`config.mk`:
```
export PLATFORM = sky130hd
export DESIGN_NAME = text_box_segmenter
export DESIGN_NICKNAME = d
export VERILOG_FILES = /design/src/tbs_pkg.sv /design/src/text_box_segmenter.sv /design/src/tbs_queue.sv /design/src/tbs_front.sv /design/src/tbs_back.sv
export SDC_FILE = /design/constraint.sdc
export NUM_CORES = 2
export LEC_CHECK = 0
export BUFFER_PORTS_ARGS = -buffer_cell sky130_fd_sc_hd__clkbuf_2
export CORE_ASPECT_RATIO = 1.4
export CORE_MARGIN = 1
export CORE_UTILIZATION = 55
export DETAILED_ROUTE_END_ITERATION = 10
export GPL_ROUTABILITY_DRIVEN = 0
export PLACE_DENSITY = 0.74
export SLEW_MARGIN = 10
export SYNTH_ARGS = -nofsm -noshare
export SYNTH_HDL_FRONTEND = slang
export SYNTH_SLANG_ARGS = --single-unit
```
`constraint.sdc`:
```
create_clock -name clk -period 17 [get_ports clk]
set_input_delay 1.7 -clock clk [delete_from_list [all_inputs] [get_ports clk]]
set_output_delay 1.7 -clock clk [all_outputs]
set_load 0.03 [all_outputs]
```
`src/tbs_pkg.sv`:
```
package tbs_pkg;

	localparam int MaxWidth  = 1024;
	localparam int MaxHeight = 4096;
	localparam int MaxBoxes  = 64;
	localparam int NumBanks  = 2;

	localparam int ColW    = $clog2(MaxWidth);
	localparam int RowW    = $clog2(MaxHeight);
	localparam int WidthW  = $clog2(MaxWidth + 1);
	localparam int HeightW = $clog2(MaxHeight + 1);
	localparam int CntW    = $clog2(MaxBoxes + 1);
	localparam int BoxIdxW = $clog2(MaxBoxes);
	localparam int ChanW   = 8;

	localparam logic [ChanW-1:0]   ChanFull    = 8'hFF;
	localparam logic [ColW-1:0]    LastCol     = ColW'(MaxWidth - 1);
	localparam logic [WidthW-1:0]  WidthLimit  = WidthW'(MaxWidth);
	localparam logic [HeightW-1:0] HeightLimit = HeightW'(MaxHeight);
	localparam logic [WidthW-1:0]  ResetWidth  = 11'd1024;
	localparam logic [HeightW-1:0] ResetHeight = 13'd1024;

	// register indexes on the configuration port
	localparam logic RegWidth  = 1'b0;
	localparam logic RegHeight = 1'b1;

	// band close request handed from front to back
	typedef struct packed {
		logic              bank;
		logic [RowW-1:0]   top;
		logic [RowW-1:0]   bottom;
		logic [WidthW-1:0] width;
	} cmd_t;

	// ink write into the column store
	typedef struct packed {
		logic            en;
		logic            bank;
		logic [ColW-1:0] addr;
	} ink_wr_t;

endpackage

```
`src/text_box_segmenter.sv`:
```
// Pixels: one word per cycle while the column store bank in use is free.
// Band close: the back walks the closed bank (one column a cycle, read port of the
// bank), then reads out its boxes one per cycle while box_stall is low.
// After a second close, pixels stall until the walk ends.
// Reset: width and height go to 1024; a clearing pass then zeroes
// both column store banks while pix_stall stays high (configuration is taken as usual).
module text_box_segmenter (
	input  logic        clk,
	input  logic        arst_n,
	input  logic        psel,
	input  logic        penable,
	input  logic        pwrite,
	input  logic [2:0]  paddr,
	input  logic [31:0] pwdata,
	output logic [31:0] prdata,
	output logic        pready,
	input  logic        pix_valid,
	output logic        pix_stall,
	input  logic [7:0]  red,
	input  logic [7:0]  green,
	input  logic [7:0]  blue,
	output logic        box_valid,
	input  logic        box_stall,
	output logic [9:0]  box_left,
	output logic [9:0]  box_right,
	output logic [11:0] band_top,
	output logic [11:0] band_bottom,
	output logic        last_box,
	output logic        box_overflow
);
	import tbs_pkg::*;

	logic [WidthW-1:0]   width_q;
	logic [HeightW-1:0]  height_q;
	logic                cfg_wr;

	logic [NumBanks-1:0] release_mask;
	logic                q_full;
	logic                q_empty;
	logic                q_push;
	logic                q_pop;
	cmd_t                push_cmd;
	cmd_t                head_cmd;
	ink_wr_t             ink_wr;

	// Register file: word index taken from paddr[2], byte offset ignored.
	assign pready = 1'b1;
	assign cfg_wr = psel & penable & pwrite;

	always_ff @(posedge clk or negedge arst_n) begin
		if (!arst_n) begin
			width_q  <= ResetWidth;
			height_q <= ResetHeight;
		end else if (cfg_wr) begin
			case (paddr[2])
				RegWidth:  width_q  <= pwdata[WidthW-1:0];
				RegHeight: height_q <= pwdata[HeightW-1:0];
				default:   width_q  <= width_q;
			endcase
		end
	end

	always_comb begin
		case (paddr[2])
			RegWidth:  prdata = {{(32 - WidthW){1'b0}}, width_q};
			RegHeight: prdata = {{(32 - HeightW){1'b0}}, height_q};
			default:   prdata = '0;
		endcase
	end

	// Front: classify each word as ink, mark its column, track rows and bands,
	// and hand a close request over when a band ends.
	tbs_front u_front (
		.clk          (clk),
		.arst_n       (arst_n),
		.pix_valid    (pix_valid),
		.pix_stall    (pix_stall),
		.red          (red),
		.green        (green),
		.blue         (blue),
		.width_reg    (width_q),
		.height_reg   (height_q),
		.release_mask (release_mask),
		.q_full       (q_full),
		.push         (q_push),
		.push_cmd     (push_cmd),
		.wr           (ink_wr)
	);

	// Close requests wait here until the back is free.
	tbs_queue u_queue (
		.clk      (clk),
		.arst_n   (arst_n),
		.push     (q_push),
		.push_cmd (push_cmd),
		.full     (q_full),
		.pop      (q_pop),
		.head_cmd (head_cmd),
		.empty    (q_empty)
	);

	// Back: hold both column store banks, walk and clear a closed bank,
	// buffer its boxes and drive them out through the output register.
	tbs_back u_back (
		.clk          (clk),
		.arst_n       (arst_n),
		.wr           (ink_wr),
		.q_empty      (q_empty),
		.head_cmd     (head_cmd),
		.q_pop        (q_pop),
		.release_mask (release_mask),
		.box_valid    (box_valid),
		.box_stall    (box_stall),
		.box_left     (box_left),
		.box_right    (box_right),
		.band_top     (band_top),
		.band_bottom  (band_bottom),
		.last_box     (last_box),
		.box_overflow (box_overflow)
	);

endmodule

```
`src/tbs_queue.sv`:
```
module tbs_queue (
	input  logic          clk,
	input  logic          arst_n,
	input  logic          push,
	input  tbs_pkg::cmd_t push_cmd,
	output logic          full,
	input  logic          pop,
	output tbs_pkg::cmd_t head_cmd,
	output logic          empty
);
	import tbs_pkg::*;

	cmd_t       slot_q [NumBanks];
	logic       wp_q;
	logic       rp_q;
	logic [1:0] cnt_q;
	logic       do_push;
	logic       do_pop;

	assign full     = (cnt_q == 2'd2);
	assign empty    = (cnt_q == 2'd0);
	assign head_cmd = slot_q[rp_q];
	assign do_push  = push && !full;
	assign do_pop   = pop && !empty;

	always_ff @(posedge clk) begin
		if (do_push) begin
			slot_q[wp_q] <= push_cmd;
		end
	end

	always_ff @(posedge clk or negedge arst_n) begin
		if (!arst_n) begin
			wp_q  <= 1'b0;
			rp_q  <= 1'b0;
			cnt_q <= 2'd0;
		end else begin
			if (do_push) begin
				wp_q <= ~wp_q;
			end
			if (do_pop) begin
				rp_q <= ~rp_q;
			end
			case ({do_push, do_pop})
				2'b10:   cnt_q <= cnt_q + 2'd1;
				2'b01:   cnt_q <= cnt_q - 2'd1;
				default: cnt_q <= cnt_q;
			endcase
		end
	end

endmodule

```
`src/tbs_front.sv`:
```
module tbs_front (
	input  logic                            clk,
	input  logic                            arst_n,
	input  logic                            pix_valid,
	output logic                            pix_stall,
	input  logic [7:0]                      red,
	input  logic [7:0]                      green,
	input  logic [7:0]                      blue,
	input  logic [tbs_pkg::WidthW-1:0]      width_reg,
	input  logic [tbs_pkg::HeightW-1:0]     height_reg,
	input  logic [tbs_pkg::NumBanks-1:0]    release_mask,
	input  logic                            q_full,
	output logic                            push,
	output tbs_pkg::cmd_t                   push_cmd,
	output tbs_pkg::ink_wr_t                wr
);
	import tbs_pkg::*;

	logic [ColW-1:0]     col_q;
	logic [RowW-1:0]     row_q;
	logic                in_band_q;
	logic [RowW-1:0]     start_row_q;
	logic                row_ink_q;
	logic                cur_q;
	logic [NumBanks-1:0] busy_q;

	logic [WidthW-1:0]   eff_w;
	logic [HeightW-1:0]  eff_h;
	logic                accept;
	logic                ink;
	logic                row_ink;
	logic                end_row;
	logic                last_row;
	logic                close;
	logic [NumBanks-1:0] set_mask;

	always_comb begin
		eff_w = width_reg;
		if (width_reg == '0) begin
			eff_w = WidthW'(1);
		end else if (width_reg > WidthLimit) begin
			eff_w = WidthLimit;
		end
		eff_h = height_reg;
		if (height_reg == '0) begin
			eff_h = HeightW'(1);
		end else if (height_reg > HeightLimit) begin
			eff_h = HeightLimit;
		end
	end

	// hold pixels while the bank in use is busy (queued, walked, or cleared after reset) or the queue is full
	assign pix_stall = busy_q[cur_q] | q_full;
	assign accept    = pix_valid & ~pix_stall;

	assign ink      = !(red == ChanFull && green == ChanFull && blue == ChanFull);
	assign row_ink  = row_ink_q | ink;
	assign end_row  = ({1'b0, col_q} + WidthW'(1)) >= eff_w;
	assign last_row = ({1'b0, row_q} + HeightW'(1)) >= eff_h;
	assign close    = accept && end_row &&
		((row_ink && last_row) || (!row_ink && in_band_q));

	assign wr.en   = accept & ink;
	assign wr.bank = cur_q;
	assign wr.addr = col_q;

	assign push            = close;
	assign push_cmd.bank   = cur_q;
	assign push_cmd.top    = in_band_q ? start_row_q : row_q;
	assign push_cmd.bottom = row_ink ? row_q : row_q - RowW'(1);
	assign push_cmd.width  = eff_w;

	always_comb begin
		set_mask = '0;
		if (close) begin
			set_mask[cur_q] = 1'b1;
		end
	end

	always_ff @(posedge clk or negedge arst_n) begin
		if (!arst_n) begin
			col_q       <= '0;
			row_q       <= '0;
			in_band_q   <= 1'b0;
			start_row_q <= '0;
			row_ink_q   <= 1'b0;
			cur_q       <= 1'b0;
			busy_q      <= '1;
		end else begin
			busy_q <= (busy_q & ~release_mask) | set_mask;
			if (accept) begin
				if (!end_row) begin
					col_q     <= col_q + ColW'(1);
					row_ink_q <= row_ink;
				end else begin
					col_q     <= '0;
					row_ink_q <= 1'b0;
					if (row_ink && !in_band_q) begin
						start_row_q <= row_q;
					end
					if (last_row) begin
						row_q     <= '0;
						in_band_q <= 1'b0;
					end else begin
						row_q     <= row_q + RowW'(1);
						in_band_q <= row_ink;
					end
					if (close) begin
						cur_q <= ~cur_q;
					end
				end
			end
		end
	end

endmodule

```
`src/tbs_back.sv`:
```
module tbs_back (
	input  logic                         clk,
	input  logic                         arst_n,
	input  tbs_pkg::ink_wr_t             wr,
	input  logic                         q_empty,
	input  tbs_pkg::cmd_t                head_cmd,
	output logic                         q_pop,
	output logic [tbs_pkg::NumBanks-1:0] release_mask,
	output logic                         box_valid,
	input  logic                         box_stall,
	output logic [9:0]                   box_left,
	output logic [9:0]                   box_right,
	output logic [11:0]                  band_top,
	output logic [11:0]                  band_bottom,
	output logic                         last_box,
	output logic                         box_overflow
);
	import tbs_pkg::*;

	typedef enum logic [1:0] {
		ST_CLEAR,
		ST_IDLE,
		ST_WALK,
		ST_DRAIN
	} state_t;

	state_t state_q;

	logic mem0 [MaxWidth];
	logic mem1 [MaxWidth];
	logic [2*ColW-1:0] box_mem [MaxBoxes];

	logic              rd0_q;
	logic              rd1_q;
	logic [ColW-1:0]   x_q;
	logic              issue_q;
	logic              bank_q;
	logic [RowW-1:0]   top_q;
	logic [RowW-1:0]   bottom_q;
	logic [WidthW-1:0] w_q;

	logic              v_s1;
	logic              last_s1;
	logic [ColW-1:0]   x_s1;

	logic              open_q;
	logic [ColW-1:0]   start_q;
	logic [CntW-1:0]   cnt_q;
	logic              ovf_q;

	logic [CntW-1:0]   rp_q;
	logic              rv_s1;
	logic [BoxIdxW-1:0] idx_s1;
	logic [2*ColW-1:0] box_s1;
	logic              out_valid_q;

	logic              we0;
	logic              we1;
	logic [ColW-1:0]   wa0;
	logic [ColW-1:0]   wa1;
	logic              wd0;
	logic              wd1;
	logic              sweep;

	logic              eff;
	logic              em;
	logic [ColW-1:0]   em_left;
	logic [ColW-1:0]   em_right;
	logic              open_d;
	logic [ColW-1:0]   start_d;
	logic              room;
	logic [CntW-1:0]   cnt_d;
	logic              walk_done;

	logic              rd_issue;
	logic              load;

	// column store write ports: pixel ink from the front, zeroes from the sweep
	assign sweep = (state_q == ST_CLEAR) || (state_q == ST_WALK && issue_q);

	always_comb begin
		we0 = 1'b0;
		wa0 = x_q;
		wd0 = 1'b0;
		we1 = 1'b0;
		wa1 = x_q;
		wd1 = 1'b0;
		if (wr.en && !wr.bank) begin
			we0 = 1'b1;
			wa0 = wr.addr;
			wd0 = 1'b1;
		end else if (sweep && (state_q == ST_CLEAR || !bank_q)) begin
			we0 = 1'b1;
		end
		if (wr.en && wr.bank) begin
			we1 = 1'b1;
			wa1 = wr.addr;
			wd1 = 1'b1;
		end else if (sweep && (state_q == ST_CLEAR || bank_q)) begin
			we1 = 1'b1;
		end
	end

	always_ff @(posedge clk) begin
		if (we0) begin
			mem0[wa0] <= wd0;
		end
		rd0_q <= mem0[x_q];
	end

	always_ff @(posedge clk) begin
		if (we1) begin
			mem1[wa1] <= wd1;
		end
		rd1_q <= mem1[x_q];
	end

	// run detection on the column just read
	assign eff  = v_s1 && (bank_q ? rd1_q : rd0_q) && ({1'b0, x_s1} < w_q);
	assign room = cnt_q < CntW'(MaxBoxes);

	always_comb begin
		em       = 1'b0;
		em_left  = start_q;
		em_right = x_s1 - ColW'(1);
		open_d   = open_q;
		start_d  = start_q;
		if (v_s1) begin
			if (eff && !open_q) begin
				open_d  = 1'b1;
				start_d = x_s1;
				if (last_s1) begin
					em       = 1'b1;
					em_left  = x_s1;
					em_right = x_s1;
				end
			end else if (eff && open_q) begin
				if (last_s1) begin
					em       = 1'b1;
					em_right = x_s1;
				end
			end else if (open_q) begin
				em     = 1'b1;
				open_d = 1'b0;
			end
		end
	end

	assign cnt_d     = (em && room) ? cnt_q + CntW'(1) : cnt_q;
	assign walk_done = (state_q == ST_WALK) && v_s1 && last_s1;

	always_comb begin
		release_mask = '0;
		if (state_q == ST_CLEAR && x_q == LastCol) begin
			release_mask = '1;
		end else if (walk_done) begin
			release_mask[bank_q] = 1'b1;
		end
	end

	assign q_pop = (state_q == ST_IDLE) && !q_empty;

	// box buffer: filled during the walk, read out once the overflow state is known
	assign load     = rv_s1 && (!out_valid_q || !box_stall);
	assign rd_issue = (state_q == ST_DRAIN) && (rp_q != cnt_q) && (!rv_s1 || load);

	always_ff @(posedge clk) begin
		if (em && room) begin
			box_mem[cnt_q[BoxIdxW-1:0]] <= {em_left, em_right};
		end
		if (rd_issue) begin
			box_s1 <= box_mem[rp_q[BoxIdxW-1:0]];
			idx_s1 <= rp_q[BoxIdxW-1:0];
		end
	end

	always_ff @(posedge clk) begin
		if (q_pop) begin
			bank_q   <= head_cmd.bank;
			top_q    <= head_cmd.top;
			bottom_q <= head_cmd.bottom;
			w_q      <= head_cmd.width;
		end
		x_s1    <= x_q;
		last_s1 <= (x_q == LastCol);
		start_q <= start_d;
		if (load) begin
			box_left     <= box_s1[2*ColW-1:ColW];
			box_right    <= box_s1[ColW-1:0];
			band_top     <= top_q;
			band_bottom  <= bottom_q;
			last_box     <= ({1'b0, idx_s1} == cnt_q - CntW'(1));
			box_overflow <= ovf_q;
		end
	end

	always_ff @(posedge clk or negedge arst_n) begin
		if (!arst_n) begin
			state_q     <= ST_CLEAR;
			x_q         <= '0;
			issue_q     <= 1'b0;
			v_s1        <= 1'b0;
			open_q      <= 1'b0;
			cnt_q       <= '0;
			ovf_q       <= 1'b0;
			rp_q        <= '0;
			rv_s1       <= 1'b0;
			out_valid_q <= 1'b0;
		end else begin
			v_s1        <= (state_q == ST_WALK) && issue_q;
			rv_s1       <= rd_issue | (rv_s1 & ~load);
			out_valid_q <= load | (out_valid_q & box_stall);
			if (rd_issue) begin
				rp_q <= rp_q + CntW'(1);
			end
			case (state_q)
				ST_CLEAR: begin
					x_q <= x_q + ColW'(1);
					if (x_q == LastCol) begin
						state_q <= ST_IDLE;
					end
				end
				ST_IDLE: begin
					if (!q_empty) begin
						state_q <= ST_WALK;
						x_q     <= '0;
						issue_q <= 1'b1;
						open_q  <= 1'b0;
						cnt_q   <= '0;
						ovf_q   <= 1'b0;
					end
				end
				ST_WALK: begin
					if (issue_q) begin
						x_q <= x_q + ColW'(1);
						if (x_q == LastCol) begin
							issue_q <= 1'b0;
						end
					end
					open_q <= open_d;
					cnt_q  <= cnt_d;
					if (em && !room) begin
						ovf_q <= 1'b1;
					end
					if (walk_done) begin
						rp_q    <= '0;
						state_q <= (cnt_d == '0) ? ST_IDLE : ST_DRAIN;
					end
				end
				ST_DRAIN: begin
					if (rp_q == cnt_q && !rv_s1) begin
						state_q <= ST_IDLE;
					end
				end
				default: begin
					state_q <= ST_IDLE;
				end
			endcase
		end
	end

	assign box_valid = out_valid_q;

endmodule
```
# Word-level counts from Yosys, hierarchy flattened
# Memories as Yosys holds them, arrays and structs flattened. A register that Yosys moved wholly into a read port is not among the register bits.
# Cells that the tools add are included.
# Widths: inputs -> output; s select.
[classes]
n_addsub = 12
n_lt_le_gt_ge = 10
mux = 76
n_div = 0
shift = 0
bitwise_logic = 19
eq_ne = 21
multipliers = 0
reduce_logical = 67
[ops]
columns = ["cell", "n"]
rows = [
  ["$mux 10", 12],
  ["$pmux 32 s2", 1],
  ["$mux 12", 3],
  ["$mux 7", 5],
  ["$mux 1", 34],
  ["$logic_and 1x1->1", 30],
  ["$pmux 10 s3", 1],
  ["$mux 13", 2],
  ["$eq 8x8->1 const B", 3],
  ["$mux 11", 2],
  ["$add 10x1->10 const B", 2],
  ["$mux 2", 8],
  ["$add 7x1->7 const B", 2],
  ["$pmux 7 s2", 1],
  ["$add 12x1->13 const B", 1],
  ["$ge 13x13->1", 1],
  ["$gt 13x13->1 const B", 1],
  ["$logic_not 13->1", 1],
  ["$add 12x1->12 const B", 1],
  ["$logic_not 1->1", 12],
  ["$reduce_and 3->1", 4],
  ["$sub 12x1->12 const B", 1],
  ["$add 10x1->11 const B", 1],
  ["$ge 11x11->1", 1],
  ["36 further kinds", 75],
]
[totals]
mem_bits_ro = 0
inputBits = 66
mem_bits_rw = 3400
register_bits = 172
n_memories = 4
latchBits = 0
wordCells = 241
output_inout_bits = 81
[mem_list]
columns = ["memory", "depth", "width", "read_ports", "rd_clocked_by_memory_dff", "wr", "line", "source"]
rows = [
  ["u_back.box_mem", 64, 20, 1, 1, 1, "tbs_back.sv:31", "logic [2*ColW-1:0] box_mem [MaxBoxes];"],
  ["u_back.mem0", 1024, 1, 1, 1, 1, "tbs_back.sv:29", "logic mem0 [MaxWidth];"],
  ["u_back.mem1", 1024, 1, 1, 1, 1, "tbs_back.sv:30", "logic mem1 [MaxWidth];"],
  ["u_queue.slot_q", 2, 36, 1, 1, 1, "tbs_queue.sv:13", "cmd_t slot_q [NumBanks];"],
]

# Logic depth before layout (Yosys ltp)
[depth]
word_depth = 13
depth_mapped = 18
mapped_depth_nobuf = 18

# By module
# A second synthesis with hierarchy kept.
[unflattened]
cells_unflattened = 9147
hier_area_um2 = 151776.8
[by_module_without_submodules]
columns = ["module", "area_per_inst_um2", "cells_per_inst", "seq_area_each_um2", "instances"]
rows = [
  ["tbs_back", 144461.0, 8593, 104540.3, 1],
  ["tbs_front", 3084.2, 336, 978.4, 1],
  ["tbs_queue", 2944.1, 130, 2262.2, 1],
  ["text_box_segmenter", 1287.5, 88, 603.1, 1],
]

# Worst setup path before layout
# OpenSTA, ideal clock, no wires.
[synth_path]
path_kind = "in2reg"
from = "input port green[1]"
to = "memory u_back.mem0[0] (data pin)"
required_time_ps = 15436
setup_slack_ps = 6097
cell_stages = 8
arrival_time_ps = 9339
setup_time_ps = 1564
path_buffers = 4
path_cell_list = "nand4_1 > nor2_1 > a21oi_1 > nor2b_1 > buf_2 > buf_2 > buf_2 > buf_2"
[synth_between]
elab_chain_cells = 7
[synth_rtl]
columns = ["item", "line", "source"]
rows = [
  ["from (decl)", "text_box_segmenter.sv:20", "input logic [7:0] green,"],
  ["$eq 8x8->1", "tbs_front.sv:56", "assign ink = !(red == ChanFull && green == ChanFull && blue == ChanFull);"],
  ["$logic_and 1x1->1 (2 in a row)", "tbs_front.sv:56", ""],
  ["$logic_not 1->1", "tbs_front.sv:56", ""],
  ["$and 1x1->1", "tbs_front.sv:63", "assign wr.en = accept & ink;"],
  ["$logic_and 1x1->1", "tbs_back.sv:88", "if (wr.en && !wr.bank) begin"],
  ["$mux 1", "tbs_back.sv:88", ""],
  ["net u_back.wd0", "tbs_back.sv:61", "logic wd0;"],
  ["to (decl)", "tbs_back.sv:29", ""],
]
# The timed path passes the listed nets, and every way through them passes these cells.

# Final worst setup path
[layout_path]
from = "input port blue[1]"
to = "memory u_back.mem0[832] (data pin)"
[layout_between]
elab_chain_cells = 6
[layout_rtl]
columns = ["item", "line", "source"]
rows = [
  ["from (decl)", "text_box_segmenter.sv:21", "input logic [7:0] blue,"],
  ["$eq 8x8->1", "tbs_front.sv:56", ""],
  ["$logic_and 1x1->1", "tbs_front.sv:56", ""],
  ["$logic_not 1->1", "tbs_front.sv:56", ""],
  ["$and 1x1->1", "tbs_front.sv:63", ""],
  ["$logic_and 1x1->1", "tbs_back.sv:88", ""],
  ["$mux 1", "tbs_back.sv:88", ""],
]
# Every way passes these cells.

==> flow_summary_export.csv <==
group,metric,value,unit
outcome,run_status,"finished clean",
cts,clock_sinks,3630,
global_route,grt_overflow,0,
hold_path,holdPathStages,0,
floorplan,initial_utilization,55.3,%
sta,hold_viol,0,
cts,post_cts_buffers,0,
hold_path,hold_path.class,"reg2reg",
floorplan,io_pins,147,
critical_path,r2r-end,"u_back.mem0[832]$_DFFE_PP_",
cts,hold_buffers,0,
sta,setup_violations,0,
drt,detail-route-antenna-nets,0,
sta,fin_crit_sh,45.0,%
synthesis,yosys_warnings,0,
layout,seq_area,0.108,sq mm
power_and_ir_drop,vdd_ir_drop_max,0.108,mV
synthesis,synth-async-reset-ratio,2.73,%
floorplan,die_x,445,microns
drt,routed_wl,393000,microns
cts,insertion_delay,0.90,ns
cts,clk_pin_slew,0.06,ns
synthesis,synth_edf_count,3518,
power_and_ir_drop,p_total,17.3,mW
synthesis,syn_avg_cell_area,16.8,sq um
sta,rsz0062_at_grt,"no",
drt,routedWlPerCell,30.7,microns
sta,period_minus_slack,7.65,ns
place,dpl.hpwl,217000,microns
critical_path,cp_common_cell,"buf_4",
sta,skew,0.0723,ns
synthesis,yosysTopAreaCellShare,70.0,%
global_route,antenna_found_initial,30,
critical_path,r2r-start,"u_front.cur_q$_DFFE_PN0P_",
drt,firstDrtPassIters,9,
cts,htree_levels,5,
sta,whs,0.398,ns
critical_path,reg2reg_depth,11,
synthesis,syn_inst,8967,
drt,avgViaCountPerCell,6.48,
place,io_buffers,105,
critical_path,reg2reg_slack,9.65,ns
power_and_ir_drop,pwr_density_cell,104,mW/mm^2
sta,fmaxAchievable,131,MHz
layout,area_delta_synth_final,9.92,%
critical_path,startpoint,"blue[1]",
critical_path,cpMaxStageDelayCell,"buf_4",
synthesis,yosysSeqAreaShare,71.8,%
synthesis,ys_ff_latch,3630,
floorplan,die_y,622,microns
critical_path,setup.worst_path.end_class,"register",
critical_path,start_kind,"primary input",
cts,root_buffer,"clkbuf_16",
critical_path,crit_chain,"clkbuf_2 > nand4_1 > nor4_1 > buf_4 > a21oi_1 > buf_4 > nor2b_4 > buf_4 > buf_4 > buf_4 > buf_6 > buf_6",
sta,finalSetupTns,0,ns
synthesis,synth_area,0.151,sq mm
layout,nets,8997,
floorplan,dieArea,0.277,sq mm
sta,worst_pin_slew,1.37,ns
drt,drc,0,
layout,num-fill-cells,18911,
drt,vias,83096,
global_route,grt_pass1_wl,563000,microns
sta,slew_headroom,7.86,%
synthesis,synth.top_cells.by_area,"edfxtp_1 (70%), mux4_2 (13%), nor2_1 (5.5%)",
synthesis,synth_top_cell_by_area,"edfxtp_1",
cts,cts_buffer_depth,4,
critical_path,critical_path.max_stage_delay,1.06,ns
synthesis,yosysUniqueCellTypes,79,
sta,slew_violations,0,
floorplan,rows,227,
critical_path,crit_fanout,156,
critical_path,critPathKind,"in2reg",
job,drv_cap,0,
drt,drt_iter0_drc,10924,
global_route,track_usage,28.2,%
global_route,grt_pass1_vias,83418,
cts,cts_tree,"yes",
critical_path,worstPathRequired,17.54,ns
critical_path,cp.arrival,8.19,ns
cts,cts_resized,0,
cts,numCtsBuffers,339,
floorplan,coreArea,0.273,sq mm
layout,layout-drive-gt1-share,21.6,%
synthesis,synth_flop_cell,"edfxtp_1",
layout,multiInputGateArea,0.0399,sq mm
critical_path,cp-endpoint,"u_back.mem0[832]$_DFFE_PP_",
global_route,grt_max_degree,157,
power_and_ir_drop,leakagePower,46.1,nW
registers in the layout (all words and copies together) (netlist names), 7 cells and up:
signal / cells
u_back.x_q: 10
u_back.box_left: 10
u_back.top_q: 12
u_back.bottom_q: 12
u_front.start_row_q: 12
u_back.box_s1: 20
u_back.cnt_q: 7
u_back.x_s1: 10
u_back.box_right: 10
u_back.mem0: 1024
u_back.mem1: 1024
u_back.band_bottom: 12
u_front.col_q: 10
u_queue.slot_q: 72
u_back.band_top: 12
u_back.box_mem: 1280
width_q: 11
height_q: 13
u_back.start_q: 10
u_front.row_q: 12
u_back.rp_q: 7
u_back.w_q: 11
Yosys cell counts, types with 23 or more instances:
| cell type | number |
|---|---|
| mux2i_1 | 81 |
| buf_1 | 131 |
| nor3_1 | 37 |
| xor2_1 | 35 |
| nor2_1 | 2229 |
| nand3_1 | 83 |
| buf_6 | 23 |
| a22oi_1 | 60 |
| mux4_1 | 43 |
| mux2_2 | 116 |
| inv_1 | 37 |
| nor2b_1 | 34 |
| edfxtp_1 | 3518 |
| nand2_1 | 342 |
| xnor2_1 | 35 |
| buf_4 | 53 |
| o22ai_1 | 27 |
| buf_2 | 60 |
| o21ai_0 | 71 |
| mux4_2 | 897 |
| clkbuf_1 | 478 |
| dfrtp_1 | 95 |
| a21oi_1 | 63 |
| ha_1 | 47 |
worst min path at each step:
stage                                 startpoint                              end  slack (ns)
global placement    u_back.bottom_q[3]$_DFFE_PP_  u_back.band_bottom[3]$_DFFE_PP_        0.40
floorplan              u_back.x_q[3]$_DFFE_PN0P_           u_back.x_s1[3]$_DFF_P_        0.35
finish                u_back.box_s1[2]$_DFFE_PP_    u_back.box_right[2]$_DFFE_PP_        0.40
detailed placement  u_back.bottom_q[8]$_DFFE_PP_  u_back.band_bottom[8]$_DFFE_PP_        0.40
global route          u_back.box_s1[5]$_DFFE_PP_    u_back.box_right[5]$_DFFE_PP_        0.42
CTS                   u_back.box_s1[2]$_DFFE_PP_    u_back.box_right[2]$_DFFE_PP_        0.40
where the power goes:
part | switching (mW) | total, mW | leakage [nW] | internal [mW]
combinational | 0.0811 | 0.122 | 11.7 | 0.0405
clock | 3.28 | 7.45 | 5.19 | 4.17
sequential | 0.0181 | 9.69 | 29.2 | 9.67
total | 3.38 | 17.3 | 46.1 | 13.9
kinds of logic after synthesis:
family | Yosys count | share of synthesized area, %
DFF | 3630 | 71.8
and+or+nand+nor | 2854 | 7.50
muxes | 1137 | 15.5
buffers and inverters | 798 | 2.41
AOI/OAI and AO/OA | 429 | 1.96
xor gates and xnor gates | 70 | 0.406
adders and majority gates | 47 | 0.390
other | 2 | 0.00497
per-stage QoR:
step	cell area (sq um)	setup WS (ns)	std cells	util, %
after floorplan	151000	6.10	8985	-
after global placement	155000	8.53	12205	56.9
after detailed placement	155000	7.99	12205	56.9
after CTS	166000	8.95	12801	60.8
after global routing	166000	8.98	12807	60.8
final	166000	9.35	12815	60.8
layer usage:
metal | routed length, microns | global-route usage [%] | up-vias
met2 | 199000 | 47.6 | 4875
met3 | 39100 | 5.85 | 1213
met4 | 26200 | 16.5 | 38
met5 | 241 | 0 | -
met1 | 129000 | 33.5 | 42897
li1 | - | - | 34073
critical path, delay by kind of cell:
family | cells | cell delay (ns)
and+or+nand+nor | 3 | 1.02
buffers and inverters | 8 | 4.95
AOI/OAI and AO/OA | 1 | 0.11
area by class of cell:
class	count	share of cell area [%]
diodes	12	0.0181
repair buffers	318	1.36
multi-input cells	4557	24.0
flip-flops and latches	3630	65.3
clock inverters	161	0.948
inverters	38	0.0875
clock buffers	435	5.47
well taps	3664	2.76
layout by cell type (no fill, tap or decap), drive strengths merged, types with 18 or more instances in the layout:
cell | synthesis | final
a22o | 19 | 19
buf | 280 | 214
clkbuf | 480 | 539
nand2 | 342 | 342
mux2 | 116 | 116
a21oi | 63 | 63
nor2b | 34 | 34
nand2b | 18 | 18
bufinv | 0 | 25
nor3 | 38 | 38
conb | 2 | 20
inv | 37 | 51
mux4 | 940 | 940
clkinv | 1 | 114
edfxtp | 3518 | 3518
nand3 | 83 | 83
mux2i | 81 | 81
a22oi | 60 | 60
nor2 | 2229 | 2229
dfrtp | 95 | 95
a211oi | 21 | 21
o22ai | 27 | 27
o21ai | 84 | 84
xor2 | 35 | 35
nor4 | 22 | 22
ha | 47 | 47
xnor2 | 35 | 35
o31ai | 21 | 21
nand4 | 22 | 22
Power figures use the tool's default switching activity.
